<file path="config.mk">
export PLATFORM = sky130hd
export DESIGN_NAME = ultrasonic_echo_ranger_unit
export DESIGN_NICKNAME = d
export VERILOG_FILES = /design/src/rtl/ure_pkg.sv /design/src/rtl/ultrasonic_echo_ranger_unit.sv
export SDC_FILE = /design/constraint.sdc
export NUM_CORES = 1
export LEC_CHECK = 0
export BUFFER_PORTS_ARGS = -buffer_cell sky130_fd_sc_hd__buf_2
export CAP_MARGIN = 20
export CORE_UTILIZATION = 61
export DETAILED_ROUTE_END_ITERATION = 7
export PLACE_DENSITY_LB_ADDON = 0.08
export SYNTH_ARGS = -nofsm -noshare
export SYNTH_HDL_FRONTEND = slang
export SYNTH_SLANG_ARGS = --single-unit
export TNS_END_PERCENT = 100
</file>
<file path="constraint.sdc">
create_clock -name i_clk -period 4 [get_ports i_clk]
set_input_delay 0.4 -clock i_clk [delete_from_list [all_inputs] [get_ports i_clk]]
set_output_delay 0.4 -clock i_clk [all_outputs]
set_load 0.01 [all_outputs]
</file>
<file path="src/rtl/ure_pkg.sv">
// Shared types and constants for the ultrasonic echo ranger.
`timescale 1ns / 1ps

package ure_pkg;

    typedef enum logic [1:0] {
        PH_IDLE = 2'd0,
        PH_TRIG = 2'd1,
        PH_RISE = 2'd2,
        PH_FALL = 2'd3
    } t_phase;

    typedef logic [1:0] t_status;

    localparam t_status ST_RUN     = 2'd0;
    localparam t_status ST_OK      = 2'd1;
    localparam t_status ST_TIMEOUT = 2'd2;
    localparam t_status ST_BUSY    = 2'd3;

    localparam int CFG_IDX_W  = 2;
    localparam int CFG_DATA_W = 16;

    typedef logic [CFG_IDX_W-1:0] t_cfg_idx;

    localparam t_cfg_idx CFG_TRIGGER_WIDTH = 2'd0;
    localparam t_cfg_idx CFG_ECHO_TIMEOUT  = 2'd1;
    localparam t_cfg_idx CFG_TIMER_PERIOD  = 2'd2;

    localparam logic [7:0]  RST_TRIGGER_WIDTH = 8'd10;
    localparam logic [15:0] RST_ECHO_TIMEOUT  = 16'd2000;
    localparam logic [15:0] RST_TIMER_PERIOD  = 16'd23529;

    localparam int DIST_W = 17;

    // distance = floor(echo_time * 17 / 10), tracked as quotient and remainder
    localparam logic [4:0] DIST_STEP = 5'd17;
    localparam logic [4:0] DIST_TEN  = 5'd10;
    localparam logic [4:0] DIST_TWEN = 5'd20;

endpackage

</file>
<file path="src/rtl/ultrasonic_echo_ranger_unit.sv">
// Top level of the ultrasonic echo ranger: trigger, echo timing and distance report.
//
//   channel  direction  handshake                 payload
//   in       sink       i_in_valid / o_in_stall   i_cmd, i_echo_level
//   out      source     o_out_valid / i_out_stall o_trig_level, o_done_res,
//                                                  o_status, o_distance_centi_cm
//   cfg      sink       i_cfg_we                  i_cfg_index, i_cfg_data
//
// One transaction per cycle unless the output stalls: each accepted item updates the
// sequencer and loads the result register in the same cycle; the result shows next cycle.
// Distance is kept as a running quotient and remainder of echo_time * 17 / 10.
// Reset is synchronous, active low; it idles the sequencer and loads register defaults.
// A stalled result holds the output register and stalls the input side.
`timescale 1ns / 1ps

module ultrasonic_echo_ranger_unit
    import ure_pkg::*;
(
    input  logic                  i_clk,
    input  logic                  i_rst_n,
    input  logic                  i_in_valid,
    output logic                  o_in_stall,
    input  logic                  i_cmd,
    input  logic                  i_echo_level,
    output logic                  o_out_valid,
    input  logic                  i_out_stall,
    output logic                  o_trig_level,
    output logic                  o_done_res,
    output logic [1:0]            o_status,
    output logic [DIST_W-1:0]     o_distance_centi_cm,
    input  logic                  i_cfg_we,
    input  logic [CFG_IDX_W-1:0]  i_cfg_index,
    input  logic [CFG_DATA_W-1:0] i_cfg_data
);

    logic [7:0]        r_trigger_width;
    logic [15:0]       r_echo_timeout;
    logic [15:0]       r_timer_period;

    t_phase            r_phase;
    t_phase            n_phase;
    logic [15:0]       r_wait_count;
    logic [15:0]       n_wait_count;
    logic [15:0]       r_echo_time;
    logic [15:0]       n_echo_time;
    logic [DIST_W-1:0] r_dist_q;
    logic [DIST_W-1:0] n_dist_q;
    logic [3:0]        r_dist_r;
    logic [3:0]        n_dist_r;

    logic              r_out_valid;
    logic              r_trig_level;
    logic              n_trig_level;
    logic              r_done_res;
    logic              n_done_res;
    t_status           r_status;
    t_status           n_status;
    logic [DIST_W-1:0] r_distance;
    logic [DIST_W-1:0] n_distance;

    logic              w_accept;
    logic [15:0]       w_wait_inc;
    logic              w_trig_end;
    logic              w_timeout;
    logic [4:0]        w_rem_sum;

    assign o_in_stall = r_out_valid & i_out_stall;
    assign w_accept   = i_in_valid & ~o_in_stall;

    assign w_wait_inc = r_wait_count + 16'd1;
    assign w_trig_end = w_wait_inc >= {8'd0, r_trigger_width};
    assign w_timeout  = w_wait_inc >= r_echo_timeout;
    assign w_rem_sum  = {1'b0, r_dist_r} + DIST_STEP;

    // next phase
    always_comb begin
        n_phase = r_phase;
        if (i_cmd) begin
            if (r_phase == PH_IDLE) begin
                n_phase = PH_TRIG;
            end
        end else begin
            case (r_phase)
                PH_TRIG: begin
                    if (w_trig_end) begin
                        n_phase = PH_RISE;
                    end
                end
                PH_RISE: begin
                    if (i_echo_level) begin
                        n_phase = PH_FALL;
                    end else if (w_timeout) begin
                        n_phase = PH_IDLE;
                    end
                end
                PH_FALL: begin
                    if (!i_echo_level || w_timeout) begin
                        n_phase = PH_IDLE;
                    end
                end
                default: begin
                    n_phase = r_phase;
                end
            endcase
        end
    end

    // counters and result fields
    always_comb begin
        n_wait_count = r_wait_count;
        n_echo_time  = r_echo_time;
        n_dist_q     = r_dist_q;
        n_dist_r     = r_dist_r;
        n_trig_level = 1'b0;
        n_done_res   = 1'b0;
        n_status     = ST_RUN;
        n_distance   = '0;
        if (i_cmd) begin
            if (r_phase != PH_IDLE) begin
                n_trig_level = (r_phase == PH_TRIG);
                n_done_res   = 1'b1;
                n_status     = ST_BUSY;
            end else begin
                n_wait_count = '0;
                n_echo_time  = '0;
                n_dist_q     = '0;
                n_dist_r     = '0;
                n_trig_level = 1'b1;
            end
        end else begin
            case (r_phase)
                PH_TRIG: begin
                    if (w_trig_end) begin
                        n_wait_count = '0;
                    end else begin
                        n_wait_count = w_wait_inc;
                        n_trig_level = 1'b1;
                    end
                end
                PH_RISE: begin
                    if (i_echo_level) begin
                        n_wait_count = '0;
                        n_echo_time  = '0;
                        n_dist_q     = '0;
                        n_dist_r     = '0;
                    end else if (w_timeout) begin
                        n_wait_count = '0;
                        n_echo_time  = '0;
                        n_dist_q     = '0;
                        n_dist_r     = '0;
                        n_done_res   = 1'b1;
                        n_status     = ST_TIMEOUT;
                    end else begin
                        n_wait_count = w_wait_inc;
                    end
                end
                PH_FALL: begin
                    if (!i_echo_level) begin
                        n_wait_count = '0;
                        n_echo_time  = '0;
                        n_dist_q     = '0;
                        n_dist_r     = '0;
                        n_done_res   = 1'b1;
                        n_status     = ST_OK;
                        n_distance   = r_dist_q;
                    end else if (w_timeout) begin
                        n_wait_count = '0;
                        n_echo_time  = '0;
                        n_dist_q     = '0;
                        n_dist_r     = '0;
                        n_done_res   = 1'b1;
                        n_status     = ST_TIMEOUT;
                    end else begin
                        n_wait_count = w_wait_inc;
                        if (r_echo_time >= r_timer_period) begin
                            n_echo_time = '0;
                            n_dist_q    = '0;
                            n_dist_r    = '0;
                        end else begin
                            n_echo_time = r_echo_time + 16'd1;
                            if (w_rem_sum >= DIST_TWEN) begin
                                n_dist_q = r_dist_q + DIST_W'(2);
                                n_dist_r = 4'(w_rem_sum - DIST_TWEN);
                            end else begin
                                n_dist_q = r_dist_q + DIST_W'(1);
                                n_dist_r = 4'(w_rem_sum - DIST_TEN);
                            end
                        end
                    end
                end
                default: begin
                    n_wait_count = r_wait_count;
                end
            endcase
        end
    end

    always_ff @(posedge i_clk) begin
        if (!i_rst_n) begin
            r_trigger_width <= RST_TRIGGER_WIDTH;
            r_echo_timeout  <= RST_ECHO_TIMEOUT;
            r_timer_period  <= RST_TIMER_PERIOD;
        end else if (i_cfg_we) begin
            case (i_cfg_index)
                CFG_TRIGGER_WIDTH: r_trigger_width <= i_cfg_data[7:0];
                CFG_ECHO_TIMEOUT:  r_echo_timeout  <= i_cfg_data;
                CFG_TIMER_PERIOD:  r_timer_period  <= i_cfg_data;
                default: begin
                    r_trigger_width <= r_trigger_width;
                end
            endcase
        end
    end

    always_ff @(posedge i_clk) begin
        if (!i_rst_n) begin
            r_phase      <= PH_IDLE;
            r_wait_count <= '0;
            r_echo_time  <= '0;
            r_dist_q     <= '0;
            r_dist_r     <= '0;
        end else if (w_accept) begin
            r_phase      <= n_phase;
            r_wait_count <= n_wait_count;
            r_echo_time  <= n_echo_time;
            r_dist_q     <= n_dist_q;
            r_dist_r     <= n_dist_r;
        end
    end

    always_ff @(posedge i_clk) begin
        if (!i_rst_n) begin
            r_out_valid <= 1'b0;
        end else if (!o_in_stall) begin
            r_out_valid <= i_in_valid;
        end
    end

    always_ff @(posedge i_clk) begin
        if (w_accept) begin
            r_trig_level <= n_trig_level;
            r_done_res   <= n_done_res;
            r_status     <= n_status;
            r_distance   <= n_distance;
        end
    end

    assign o_out_valid         = r_out_valid;
    assign o_trig_level        = r_trig_level;
    assign o_done_res          = r_done_res;
    assign o_status            = r_status;
    assign o_distance_centi_cm = r_distance;

endmodule

</file>
Word level (Yosys, flattened, before mapping)
Index checks and enable logic that the tools add are counted.
W data, S select, Z words.
{ "word_totals": {"register_bits": 117} }
{ "classes": {"add_sub_neg": 7, "magnitude_cmp": 4, "n_eq_ne": 10, "mux": 55, "n_bitwise": 4, "reduce_logical": 14} }
{ "op_table": {"columns": ["op", "count"], "rows": [
  ["$mux W16", 12],
  ["$mux W17", 8],
  ["$pmux W16 S3", 1],
  ["$pmux W17 S2", 1],
  ["$add A16 B1 Y16 const B", 2],
  ["$ge A16 B16 Y1", 2],
  ["$mux W4", 8],
  ["$pmux W16 S2", 1],
  ["$mux W2", 11],
  ["$add A17 B1 Y17 const B", 1],
  ["$add A17 B2 Y17 const B", 1],
  ["$ge A16 B8 Y1", 1],
  ["$mux W1", 9],
  ["$pmux W4 S2", 1],
  ["$eq A2 B2 Y1 const B", 3],
  ["$ne A3 B3 Y1 const B", 2],
  ["$pmux W2 S3", 1],
  ["$reduce_and A2 Y1", 3],
  ["$reduce_and A6 Y1", 1],
  ["$add A4 B5 Y5 const B", 1],
  ["$ge A5 B5 Y1 const B", 1],
  ["$eq A2 B1 Y1 const B", 2],
  ["$logic_not A2 Y1", 2],
  ["$ne A4 B4 Y1 const B", 1],
  ["16 further kinds", 18]
]} }

Logic depth before layout (Yosys ltp)
{ "logic_depth": {"word_depth": 8, "depth_mapped": 17, "ltp_nobuf": 14} }

Least setup slack after synthesis
OpenSTA, ideal clock, no wires.
{ "synth_timing": {"kind": "reg-to-reg", "start": "reg r_wait_count[0]", "end": "reg r_dist_q[12]", "t_arrival_ns": 3.492, "required_time_ns": 3.930, "path_slack_ns": 0.438, "path_stages_with_launch": 16, "cell_sequence": "dfxtp_1 -> ha_1 -> and3_1 -> buf_4 -> nand2_1 -> o21a_1 -> or2_2 -> ha_1 -> and4_1 -> o211ai_1 -> a31oi_1 -> a21oi_2 -> or3_4 -> buf_6 -> or4_1 -> a21oi_1"} }
{ "synth_between": {"elab_chain_len": 6, "word_cells_on_any_way": 8, "classes_between": "1 x add/sub; 1 x order compare; 1 x eq/ne; 4 x mux; 1 x reduce/logical"} }
{ "synth_lines": {"columns": ["item", "line_no", "source"], "rows": [
  ["start: declaration", "ultrasonic_echo_ranger_unit.sv:42", "logic [15:0] r_wait_count;"],
  ["start signal: assignment", "ultrasonic_echo_ranger_unit.sv:224", "r_wait_count <= n_wait_count;"],
  ["$add A16 B1 Y16 *", "ultrasonic_echo_ranger_unit.sv:70", "assign w_wait_inc = r_wait_count + 16'd1;"],
  ["$ge A16 B16 Y1 *", "ultrasonic_echo_ranger_unit.sv:72", "assign w_timeout = w_wait_inc >= r_echo_timeout;"],
  ["$mux W17", "ultrasonic_echo_ranger_unit.sv:166", "end else if (w_timeout) begin"],
  ["$mux W17", "ultrasonic_echo_ranger_unit.sv:158", "if (!i_echo_level) begin"],
  ["$pmux W17 S2", "ultrasonic_echo_ranger_unit.sv:131", "case (r_phase)"],
  ["$mux W17", "ultrasonic_echo_ranger_unit.sv:118", "if (i_cmd) begin"],
  ["end signal: assignment", "ultrasonic_echo_ranger_unit.sv:226", "r_dist_q <= n_dist_q;"],
  ["end: declaration", "ultrasonic_echo_ranger_unit.sv:46", "logic [DIST_W-1:0] r_dist_q;"]
]} }
Every way passes the cells marked *; elsewhere a longest branch is shown, timed or not.
A chain may end at the register's enable or synchronous reset.

Worst setup path in the final report
{ "layout_timing": {"start": "reg r_wait_count[6]", "end": "reg r_echo_time[15]"} }
{ "layout_between": {"elab_chain_len": 6, "word_cells_on_any_way": 8, "classes_between": "1 x add/sub; 1 x order compare; 1 x eq/ne; 4 x mux; 1 x reduce/logical"} }
{ "layout_lines": {"columns": ["item", "line_no", "source"], "rows": [
  ["$add A16 B1 Y16 *", "ultrasonic_echo_ranger_unit.sv:70", null],
  ["$ge A16 B16 Y1 *", "ultrasonic_echo_ranger_unit.sv:72", null],
  ["$mux W16", "ultrasonic_echo_ranger_unit.sv:166", null],
  ["$mux W16", "ultrasonic_echo_ranger_unit.sv:158", null],
  ["$pmux W16 S2", "ultrasonic_echo_ranger_unit.sv:131", null],
  ["$mux W16", "ultrasonic_echo_ranger_unit.sv:118", null],
  ["end signal: assignment", "ultrasonic_echo_ranger_unit.sv:225", "r_echo_time <= n_echo_time;"],
  ["end: declaration", "ultrasonic_echo_ranger_unit.sv:44", "logic [15:0] r_echo_time;"]
]} }
Marks and branches as above.

==> impl_metrics.ini <==
[synth]
async_flop_share = 0
ys_types = 60
yosys-top-cells-area = dfxtp_1, edfxtp_1, ha_1
synth.yosys.seq_area_share = 0.400
yosysWarningCount = 0
synth_edf_count = 21
synthCells = 728
synth_top_area_cell = dfxtp_1
syn_nets = 800
ys_dominant_reg_cell = dfxtp_1
synth_top_area_share = 0.301
syn_area_per_cell_um2 = 8.76
synth_seq_cells = 117
netlist_area_mm2 = 0.00638

[sta]
max-slew-margin-rel = 0.384
worst_pin_slew_ns = 0.918
final.period_utilization = 0.945
fin_skew_ns = 0.00804
min_period_ns = 3.78
setup_tns_ns = 0
drv_slew = 0
max_freq_mhz = 265
whs_ns = 0.102
rsz0062_at_grt = no
finalSetupViolCount = 0
hold_viol_final = 0

[global_route]
grt_overflow = 0
grt_use_total = 0.287
grt_pass1_wl_mm = 24.8
grt_max_degree = 61
antenna_found_initial = 0
grt_pass1_vias = 5133

[routing]
drtAntennaViolNets = 0
wl_per_cell_um = 16.0
firstDrtPassIters = 5
viasPerCell = 5.98
drtIter0Drc = 390
vias = 5506
routed_wl_mm = 14.8
drc = 0

[worst_setup_path]
crit_family = simple AND/OR/NAND/NOR gates
cp_max_fo = 31
cp.required_ns = 4.45
crit_path_max_incr_delay_ns = 0.52
crit_type = reg2reg
startpoint_type = flip-flop
slowest_stage = or4_1
end_kind = flip-flop
path_buf_inv = 2
cp.arrival_ns = 4.23
crit_chain = nand3_1 -> or2_2 -> nor3_1 -> xnor2_1 -> inv_1 -> ha_1 -> and4_1 -> o211ai_1 -> a31oi_2 -> a21oi_2 -> or3_4 -> buf_4 -> or4_1 -> a21oi_1
rrSetupSlack_ns = 0.22

[placement]
dp_hpwl_mm = 10.3
io_buffers = 47
dpl_cell_area_mm2 = 0.00674
place_congestion = 0.870

[clocking]
cts_num_sinks = 117
cts_buffers = 17
cts.clk_slew.worst_paths_ns = 0.06
cts_setup_buffers = 0
cts_tree = yes
htreeDepth = 4
cts-root-buf = clkbuf_8
clockBufferDepth = 2
clock_latency_ns = 0.53

[finish]
layout-drive-gt1-share = 0.133
area_growth_pct = 15.0
diodes = 0
fin_area_mm2 = 0.00734
regArea_mm2 = 0.00255
fillers = 742
multi_input_area_mm2 = 0.00350
fin_nets = 847

[floorplan]
rows = 36
core_mm2 = 0.00995
initial_utilization = 0.641
dieArea_mm2 = 0.0109
die_w_um = 104
io_pins = 48
die_y_um = 104

[pwr]
leakage_nw = 2.96
irDropWorstVdd_mv = 0.463
p_per_area_mw_per_mm2 = 405

[min_path]
hold_path_class = in2reg

[outcome]
outcome = finished, final reports clean

[job]
maxCapViolCount = 0
## worst reg2reg max path, stage by stage, from the launching register on
cell and delay (ns):
dfxtp_1 0.39, nand3_1 0.16, or2_2 0.35, nor3_1 0.29, xnor2_1 0.21, inv_1 0.07
ha_1 0.30, and4_1 0.21, o211ai_1 0.12, a31oi_2 0.22, a21oi_2 0.09, or3_4 0.35
buf_4 0.24, or4_1 0.53, a21oi_1 0.17
## placed cells by master (no fill, tap or decap), types with 16 or more instances in the layout
master     netlist  routed
nand2_1         95      95
dfxtp_1         96      94
inv_1           54      54
buf_2            8      47
ha_1            47      46
nor2_1          36      36
a21oi_1         34      33
nand3_1         32      32
xnor2_1         24      24
o211ai_1        22      22
a21boi_0        21      21
edfxtp_1        21      21
o21ai_0         18      18
clkbuf_16        0      16
## logic make-up (layout without fill, tap and decap cells)
kind of cell,count (synthesis),count (layout),synth area share
AND/OR/NAND/NOR,278,278,0.225
multiplexers,5,5,0.00804
flip-flops,117,117,0.400
AO/OA/AOI/OAI,163,163,0.179
adder cells (fa/ha/maj),47,47,0.0922
XOR/XNOR,30,30,0.0412
buffers and inverters,88,148,0.0551
## layer usage
| metal | track usage | up-vias | wire length, µm |
|---|---|---|---|
| met2 | 0.449 | 192 | 6790 |
| met5 | 0 | - | 0 |
| met1 | 0.394 | 2563 | 6910 |
| met3 | 0.0620 | 21 | 852 |
| li1 | - | 2730 | - |
| met4 | 0.0949 | 0 | 227 |
## synthesized netlist by cell type, types with 5 or more instances
cell,count
a21boi_0,21
a21o_1,8
a21oi_1,34
a31oi_1,7
a32o_1,9
and2_1,15
and3_1,7
and4_1,5
buf_2,8
clkbuf_1,22
dfxtp_1,96
edfxtp_1,21
ha_1,47
inv_1,54
nand2_1,95
nand3_1,32
nand4_1,14
nor2_1,36
nor2b_1,9
nor3_1,14
nor4_1,12
o211ai_1,22
o21ai_0,18
o31ai_1,15
or4_1,13
xnor2_1,24
xor2_1,6
## state kept, by name, summed over array words and instances, names as in the netlist
register,cells
r_echo_time,16
r_trigger_width,8
o_out_valid,1
o_trig_level,1
o_distance_centi_cm,17
r_echo_timeout,16
r_wait_count,16
r_dist_q,17
r_timer_period,16
r_phase,2
o_done_res,1
o_status,2
r_dist_r,4
## power by group
| group | total, mW | internal [mW] | switching (mW) | leakage [nW] |
|---|---|---|---|---|
| clock | 1.49 | 0.960 | 0.527 | 0.282 |
| combinational | 0.236 | 0.0822 | 0.154 | 1.69 |
| sequential | 1.25 | 1.23 | 0.0181 | 0.990 |
## final timing paths
| path | start | end | cells after the start |
|---|---|---|---|
| hold / removal | i_in_valid | o_out_valid$_SDFFE_PN0N_ | 2 |
| hold reg to reg | r_echo_timeout[3]$_SDFFE_PN0P_ | r_echo_timeout[3]$_SDFFE_PN0P_ | 2 |
| setup / recovery | r_wait_count[6]$_SDFFE_PN0P_ | r_echo_time[15]$_SDFFE_PN0P_ | 14 |
| setup reg to reg | r_wait_count[6]$_SDFFE_PN0P_ | r_echo_time[15]$_SDFFE_PN0P_ | 14 |
## layout make-up
type	count	area share
sequential	117	0.348
inverter	56	0.0286
clock inverter	10	0.0179
multi-input combinational	523	0.477
clock buffer	22	0.0603
timing repair buffer	60	0.0453
tap	133	0.0227
## what timing repair did
action,CTS,global route
resized for setup,1,6
hold buffers,0,0
pin swaps,0,0
setup endpoints to repair,3,50
## per-stage QoR
stage	power, mW	cells	util	setup WS (ns)
2_1_floorplan	1.43	728	-	0.438
3_3_place_gp	1.50	889	0.677	0.152
3_5_place_dp	1.50	889	0.677	0.00667
4_1_cts	2.98	921	0.735	0.193
5_1_grt	3.07	921	0.737	0.00271
6_report	2.98	921	0.737	0.221
Power figures use the tool's default switching activity.
